`config.mk`:
```
export PLATFORM = sky130hd
export DESIGN_NAME = json_string_unescape_top
export DESIGN_NICKNAME = d
export VERILOG_FILES = /design/src/hdl/jsu_pkg.sv /design/src/hdl/jsu_decode.sv /design/src/hdl/jsu_emit.sv /design/src/hdl/json_string_unescape_top.sv
export SDC_FILE = /design/constraint.sdc
export NUM_CORES = 1
export LEC_CHECK = 0
export BUFFER_PORTS_ARGS = -buffer_cell sky130_fd_sc_hd__buf_4
export CAP_MARGIN = 15
export CORE_UTILIZATION = 59
export DETAILED_ROUTE_END_ITERATION = 10
export GPL_ROUTABILITY_DRIVEN = 0
export GPL_TIMING_DRIVEN = 1
export HOLD_SLACK_MARGIN = 0.12
export PLACE_DENSITY_LB_ADDON = 0.08
export SLEW_MARGIN = 15
export SYNTH_ARGS = -nofsm -noshare
export SYNTH_HDL_FRONTEND = slang
export SYNTH_SLANG_ARGS = --single-unit
export TNS_END_PERCENT = 50
```
`constraint.sdc`:
```
create_clock -name aclk -period 2.6 [get_ports aclk]
set_clock_uncertainty 0.2 [all_clocks]
set_input_delay 0.13 -clock aclk [delete_from_list [all_inputs] [get_ports aclk]]
set_output_delay 0.13 -clock aclk [all_outputs]
set_load 0.01 [all_outputs]
```
`src/hdl/jsu_pkg.sv`:
```
package jsu_pkg;

    typedef enum logic [1:0] {
        KIND_DATA  = 2'd0,
        KIND_END   = 2'd1,
        KIND_ERROR = 2'd2
    } kind_t;

    typedef enum logic [1:0] {
        ERR_CONTROL = 2'd0,
        ERR_ESCAPE  = 2'd1,
        ERR_HEX     = 2'd2
    } err_t;

    localparam int unsigned MAX_RESULTS = 3;

    typedef struct packed {
        logic [1:0]                   cnt;
        kind_t                        kind;
        err_t                         err;
        logic [MAX_RESULTS-1:0][7:0]  data;
    } group_t;

endpackage

```
`src/hdl/jsu_decode.sv`:
```
module jsu_decode
    import jsu_pkg::*;
(
    input  logic       aclk,
    input  logic       aresetn,
    input  logic       accept,
    input  logic [7:0] in_byte,
    output group_t     grp
);

    localparam logic [7:0] CH_QUOTE = 8'h22;
    localparam logic [7:0] CH_SLASH = 8'h2f;
    localparam logic [7:0] CH_BSL   = 8'h5c;
    localparam logic [7:0] CH_B     = 8'h62;
    localparam logic [7:0] CH_F     = 8'h66;
    localparam logic [7:0] CH_N     = 8'h6e;
    localparam logic [7:0] CH_R     = 8'h72;
    localparam logic [7:0] CH_T     = 8'h74;
    localparam logic [7:0] CH_U     = 8'h75;
    localparam logic [2:0] PHASE_LAST = 3'd4;

    logic        in_escape_reg, in_escape_next;
    logic [2:0]  hex_phase_reg, hex_phase_next;
    logic [15:0] hex_accum_reg, hex_accum_next;
    logic        hex_bad_reg, hex_bad_next;

    logic [3:0]  hval;
    logic        hok;
    logic [15:0] acc_new;
    logic        bad_new;

    always_comb begin
        hok  = 1'b1;
        hval = 4'd0;
        if (in_byte inside {[8'h30:8'h39]}) begin
            hval = in_byte[3:0];
        end else if (in_byte inside {[8'h61:8'h66], [8'h41:8'h46]}) begin
            hval = in_byte[3:0] + 4'd9;
        end else begin
            hok = 1'b0;
        end
    end

    assign acc_new = {hex_accum_reg[11:0], hval};
    assign bad_new = hex_bad_reg | ~hok;

    always_comb begin
        in_escape_next = in_escape_reg;
        hex_phase_next = hex_phase_reg;
        hex_accum_next = hex_accum_reg;
        hex_bad_next   = hex_bad_reg;
        grp.cnt  = 2'd0;
        grp.kind = KIND_DATA;
        grp.err  = ERR_CONTROL;
        grp.data = '0;
        if (hex_phase_reg != 3'd0) begin
            hex_accum_next = acc_new;
            hex_bad_next   = bad_new;
            if (hex_phase_reg < PHASE_LAST) begin
                hex_phase_next = hex_phase_reg + 3'd1;
            end else begin
                in_escape_next = 1'b0;
                hex_phase_next = 3'd0;
                hex_accum_next = '0;
                hex_bad_next   = 1'b0;
                if (bad_new) begin
                    grp.cnt  = 2'd1;
                    grp.kind = KIND_ERROR;
                    grp.err  = ERR_HEX;
                end else if (acc_new[15:7] == '0) begin
                    grp.cnt     = 2'd1;
                    grp.data[0] = {1'b0, acc_new[6:0]};
                end else if (acc_new[15:11] == '0) begin
                    grp.cnt     = 2'd2;
                    grp.data[0] = {3'b110, acc_new[10:6]};
                    grp.data[1] = {2'b10, acc_new[5:0]};
                end else begin
                    grp.cnt     = 2'd3;
                    grp.data[0] = {4'b1110, acc_new[15:12]};
                    grp.data[1] = {2'b10, acc_new[11:6]};
                    grp.data[2] = {2'b10, acc_new[5:0]};
                end
            end
        end else if (in_escape_reg) begin
            in_escape_next = 1'b0;
            grp.cnt        = 2'd1;
            case (in_byte)
                CH_QUOTE, CH_SLASH, CH_BSL: grp.data[0] = in_byte;
                CH_B: grp.data[0] = 8'h08;
                CH_F: grp.data[0] = 8'h0c;
                CH_N: grp.data[0] = 8'h0a;
                CH_R: grp.data[0] = 8'h0d;
                CH_T: grp.data[0] = 8'h09;
                CH_U: begin
                    grp.cnt        = 2'd0;
                    hex_phase_next = 3'd1;
                    hex_accum_next = '0;
                    hex_bad_next   = 1'b0;
                end
                default: begin
                    grp.kind       = KIND_ERROR;
                    grp.err        = ERR_ESCAPE;
                    hex_accum_next = '0;
                    hex_bad_next   = 1'b0;
                end
            endcase
        end else if (in_byte == CH_BSL) begin
            in_escape_next = 1'b1;
        end else if (in_byte == CH_QUOTE) begin
            grp.cnt        = 2'd1;
            grp.kind       = KIND_END;
            hex_accum_next = '0;
            hex_bad_next   = 1'b0;
        end else if (in_byte < 8'h20) begin
            grp.cnt        = 2'd1;
            grp.kind       = KIND_ERROR;
            grp.err        = ERR_CONTROL;
            hex_accum_next = '0;
            hex_bad_next   = 1'b0;
        end else begin
            grp.cnt     = 2'd1;
            grp.data[0] = in_byte;
        end
    end

    always_ff @(posedge aclk) begin
        if (!aresetn) begin
            in_escape_reg <= 1'b0;
            hex_phase_reg <= 3'd0;
            hex_accum_reg <= '0;
            hex_bad_reg   <= 1'b0;
        end else if (accept) begin
            in_escape_reg <= in_escape_next;
            hex_phase_reg <= hex_phase_next;
            hex_accum_reg <= hex_accum_next;
            hex_bad_reg   <= hex_bad_next;
        end
    end

    a_phase_range: assert property (@(posedge aclk) disable iff (!aresetn)
        hex_phase_reg <= PHASE_LAST)
        else $error("hex phase out of range");

    a_escape_excl: assert property (@(posedge aclk) disable iff (!aresetn)
        !(in_escape_reg && hex_phase_reg != 3'd0))
        else $error("escape and hex phase both open");

    a_hex_start: assert property (@(posedge aclk) disable iff (!aresetn)
        accept && in_escape_reg && in_byte == CH_U |=> hex_phase_reg == 3'd1)
        else $error("unicode escape did not open hex phase");

endmodule

```
`src/hdl/jsu_emit.sv`:
```
module jsu_emit
    import jsu_pkg::*;
(
    input  logic       aclk,
    input  logic       aresetn,
    input  logic       load,
    input  group_t     grp_in,
    output logic       take,
    output logic       m_valid,
    input  logic       m_ready,
    output logic [1:0] m_kind,
    output logic [7:0] m_data_byte,
    output logic [1:0] m_error_code,
    output logic       m_last
);

    group_t     grp_reg;
    logic       valid_reg;
    logic [1:0] idx_reg;

    assign m_valid      = valid_reg;
    assign m_kind       = grp_reg.kind;
    assign m_error_code = grp_reg.err;
    assign m_data_byte  = grp_reg.data[idx_reg];
    assign m_last       = (idx_reg == grp_reg.cnt - 2'd1);
    assign take         = !valid_reg || (m_ready && m_last);

    always_ff @(posedge aclk) begin
        if (!aresetn) begin
            valid_reg <= 1'b0;
            idx_reg   <= 2'd0;
        end else if (take) begin
            valid_reg <= load && (grp_in.cnt != 2'd0);
            idx_reg   <= 2'd0;
        end else if (m_ready) begin
            idx_reg <= idx_reg + 2'd1;
        end
    end

    always_ff @(posedge aclk) begin
        if (take && load) begin
            grp_reg <= grp_in;
        end
    end

    a_idx_range: assert property (@(posedge aclk) disable iff (!aresetn)
        valid_reg |-> idx_reg < grp_reg.cnt)
        else $error("result index beyond group");

    a_single: assert property (@(posedge aclk) disable iff (!aresetn)
        valid_reg && grp_reg.kind != KIND_DATA |-> grp_reg.cnt == 2'd1)
        else $error("end or error group holds more than one result");

    a_advance: assert property (@(posedge aclk) disable iff (!aresetn)
        valid_reg && m_ready && !m_last |=> valid_reg && idx_reg == $past(idx_reg) + 2'd1)
        else $error("group did not advance");

endmodule

```
`src/hdl/json_string_unescape_top.sv`:
```
// The first result of a byte is registered and valid in the cycle after the byte is accepted.
// Throughput: one byte per cycle while m_ready is high; m_ready low holds s_ready low, and a
// \u escape that yields two or three UTF-8 bytes holds it low while the result register drains.
// Bytes that give no result (backslash, the u of an escape, first three hex digits) raise no result valid.
// Reset: synchronous, active low; clears the decoder state and the result valid.
module json_string_unescape_top
    import jsu_pkg::*;
(
    input  logic       aclk,
    input  logic       aresetn,
    input  logic       s_valid,
    output logic       s_ready,
    input  logic [7:0] s_in_byte,
    output logic       m_valid,
    input  logic       m_ready,
    output logic [1:0] m_kind,
    output logic [7:0] m_data_byte,
    output logic [1:0] m_error_code,
    output logic       m_last
);

    group_t grp;
    logic   take;
    logic   accept;

    assign s_ready = take;
    assign accept  = s_valid && take;

    jsu_decode u_decode (
        .aclk    (aclk),
        .aresetn (aresetn),
        .accept  (accept),
        .in_byte (s_in_byte),
        .grp     (grp)
    );

    jsu_emit u_emit (
        .aclk         (aclk),
        .aresetn      (aresetn),
        .load         (accept),
        .grp_in       (grp),
        .take         (take),
        .m_valid      (m_valid),
        .m_ready      (m_ready),
        .m_kind       (m_kind),
        .m_data_byte  (m_data_byte),
        .m_error_code (m_error_code),
        .m_last       (m_last)
    );

endmodule
```
==> flow_summary.json <==
{
  "dieWidth_um": 71.4,
  "synth_area_leaders": "edfxtp_1 30%, dfxtp_1 14%, nand2_1 5.3%, mux2i_1 4.6%, nor2_1 3.4%",
  "slowest_delay_ns": 0.58,
  "place_ws_ns": 0.116,
  "synthXorXnorAreaFrac": 0.00925,
  "routed_wirelength_um": 6530,
  "drive_above_1_share": 0.174,
  "synth_top_area_cell": "edfxtp_1",
  "p_comb_frac": 0.138,
  "synth_nets": 316,
  "grt_max_degree": 24,
  "synthCells": 298,
  "yosys-top-cells-count": "40 x nand2_1, 28 x edfxtp_1, 26 x nor2_1",
  "vias": 2420,
  "first_iter_violations": 125,
  "antennaDiodeCount": 0,
  "synth_top_family_by_area": "simple AND/OR/NAND/NOR gates",
  "post-route-drc-count": 2,
  "final_cells": 386,
  "outcome": "finished with violations",
  "ys_seq_area_frac": 0.437,
  "dp.cells": 366,
  "synth_compound_area_frac": 0.189,
  "synth_top_area_share": 0.296,
  "post-route-period-util": 0.962,
  "cp_max_fo": 11,
  "grtUsageTotal": 0.268,
  "yosysUniqueCellTypes": 67,
  "setup_viol": 0,
  "core_area_sq_um": 4500,
  "overflow": 0,
  "clk_pin_slew_ns": 0.09,
  "crit_path_top_delay_cell": "or4_4",
  "switching_share": 0.245,
  "synth_mux_area_frac": 0.0458,
  "p_seq_frac": 0.556,
  "cts_tree": "built",
  "power.total_uw": 1530,
  "synth-async-reset-ratio": 0,
  "fmax_mhz": 400,
  "cts-root-buf": "clkbuf_8",
  "intPower_uw": 1150,
  "crit_path_end_kind": "flip-flop",
  "worst_slew_pin_slew_ns": 0.566,
  "rsz0062_at_grt": "no",
  "rrSetupSlack_ns": 0.18,
  "layout_min_cycle_time_ns": 2.50,
  "worstSetupPathType": "in -> reg",
  "startpoint_type": "primary input",
  "fin_setup_tns_ns": 0,
  "wl_per_cell_um": 16.9,
  "synth-adder-area-share": 0.0264,
  "grt_antenna_before_repair": 0,
  "synth_area_per_cell_sq_um": 9.53,
  "clockBufferDepth": 2,
  "yosysWarnings": 0,
  "power.leakage_uw": 0.00129,
  "initial_core_util": 0.631,
  "via_per_inst": 6.27,
  "clock_latency_ns": 0.31,
  "die_h_um": 71.4,
  "nets": 351,
  "cts.htree.levels": 2,
  "ir_drop_mv": 0.349,
  "yosysMostFrequentCell": "nand2_1",
  "fp.dieArea_sq_um": 5100,
  "p_switching_uw": 375,
  "synth_simple_gate_area_frac": 0.244,
  "min_path_type": "in -> reg",
  "cellPowerDensity_nw_per_um2": 464,
  "cts.sinks": 48,
  "core.rowCount": 24,
  "grt_pass1_wl_um": 10500,
  "final_max_slew_viol_count": 0,
  "crit_chain": "dlygate4sd3_1 > buf_4 > or4_4 > nand2_1 > nand2_1 > o21ai_0 > a21boi_0 > dlygate4sd3_1",
  "ys_ff_latch": 48,
  "p_clk_frac": 0.306,
  "cts_buffers": 5,
  "areaGrowthSynthToFinish_pct": 15.9,
  "port_buffers": 26,
  "largest_reg_flops": 24,
  "grt_pass1_vias": 2199,
  "antenna_left": 0,
  "ios": 27,
  "critPathRequiredTime_ns": 2.60,
  "place_hpwl_um": 4630,
  "first_pass_iters": 8,
  "synth_edf_count": 28,
  "slew_headroom": 0.621,
  "syn_area_sq_um": 2840,
  "violations": "design-rule violations",
  "arrival_ns": 2.50,
  "finalWorstSetupSlack_ns": 0.0983,
  "finalHoldViolations": 0,
  "cap_violations": 0,
  "synthFlopType": "edfxtp_1"
}
## final cells by class
class / count / area, sq um
Timing Repair Buffer: 45 / 380
Tap cell: 52 / 65.1
Fill cell: 330 / 1210
Inverter: 11 / 41.3
Multi-Input combinational cell: 222 / 1470
Sequential cell: 48 / 1240
Clock buffer: 7 / 86.3
Clock inverter: 1 / 8.76
## power groups by stage
stage	clock network (uW)	registers [uW]	logic, uW
after global placement	0	866	193
after detailed placement	0	867	194
after CTS	471	849	209
final	468	849	211
after global routing	494	852	227
after floorplan	0	865	115
## cell usage in the layout, fill, tap and decap left out, types with 4 or more instances in the layout
| cell | count |
|---|---|
| buf_4 | 32 |
| nor2_1 | 26 |
| a32o_1 | 9 |
| dfxtp_1 | 20 |
| and3_1 | 4 |
| nand2b_1 | 5 |
| o211ai_1 | 4 |
| mux2i_1 | 13 |
| ha_1 | 6 |
| and2_1 | 7 |
| nand3_1 | 6 |
| a211oi_1 | 4 |
| nor2b_1 | 5 |
| edfxtp_1 | 28 |
| a21oi_1 | 10 |
| inv_1 | 11 |
| o21ai_0 | 17 |
| nor3b_1 | 5 |
| nor3_1 | 4 |
| clkbuf_8 | 6 |
| dlygate4sd3_1 | 12 |
| nand2_1 | 40 |
## metal layers
layer  global-route usage  part of all wire
met1                0.366              0.45
met2                0.429              0.46
met3               0.0436             0.066
met5                    0                 0
met4                0.107             0.017
## stage by stage
step	utilization	hold WS (ns)	cell area, sq um
after floorplan	-	0.0924	2840
after global placement	0.682	0.241	3070
after detailed placement	0.682	0.239	3070
after CTS	0.730	0.148	3290
after global routing	0.731	0.177	3290
final	0.731	0.154	3290
## worst paths after layout
| kind | startpoint | to | cells after the start |
|---|---|---|---|
| min reg2reg | u_decode.hex_accum_reg[1] | u_decode.hex_accum_reg[1] | 2 |
| max reg2reg | u_decode.hex_phase_reg[0] | u_emit.m_valid | 9 |
| min | s_in_byte[7] | u_emit.m_kind[0] | 4 |
| max | s_in_byte[5] | u_emit.m_valid | 8 |
## worst max-delay path, delay by kind of cell
kind / cells / cell delay, ns
AND/OR/NAND/NOR: 3 / 0.80
AO/OA/AOI/OAI: 2 / 0.27
buffers and inverters: 3 / 1.28
## logic make-up after synthesis
kind of cell,after synthesis
buffers and inverters,28
multiplexers,13
adder cells (fa/ha/maj),6
AO/OA/AOI/OAI,73
XOR/XNOR,3
flip-flops,48
AND/OR/NAND/NOR,127
## what timing repair did
action | CTS | global route
hold buffers | 12 | 0
setup endpoints to repair | 0 | 1
buffers inserted | 0 | 0
endpoints found under the hold margin | 28 | 0
gates resized for setup | 0 | 3
No activity file was read; power rests on OpenSTA's default activity.
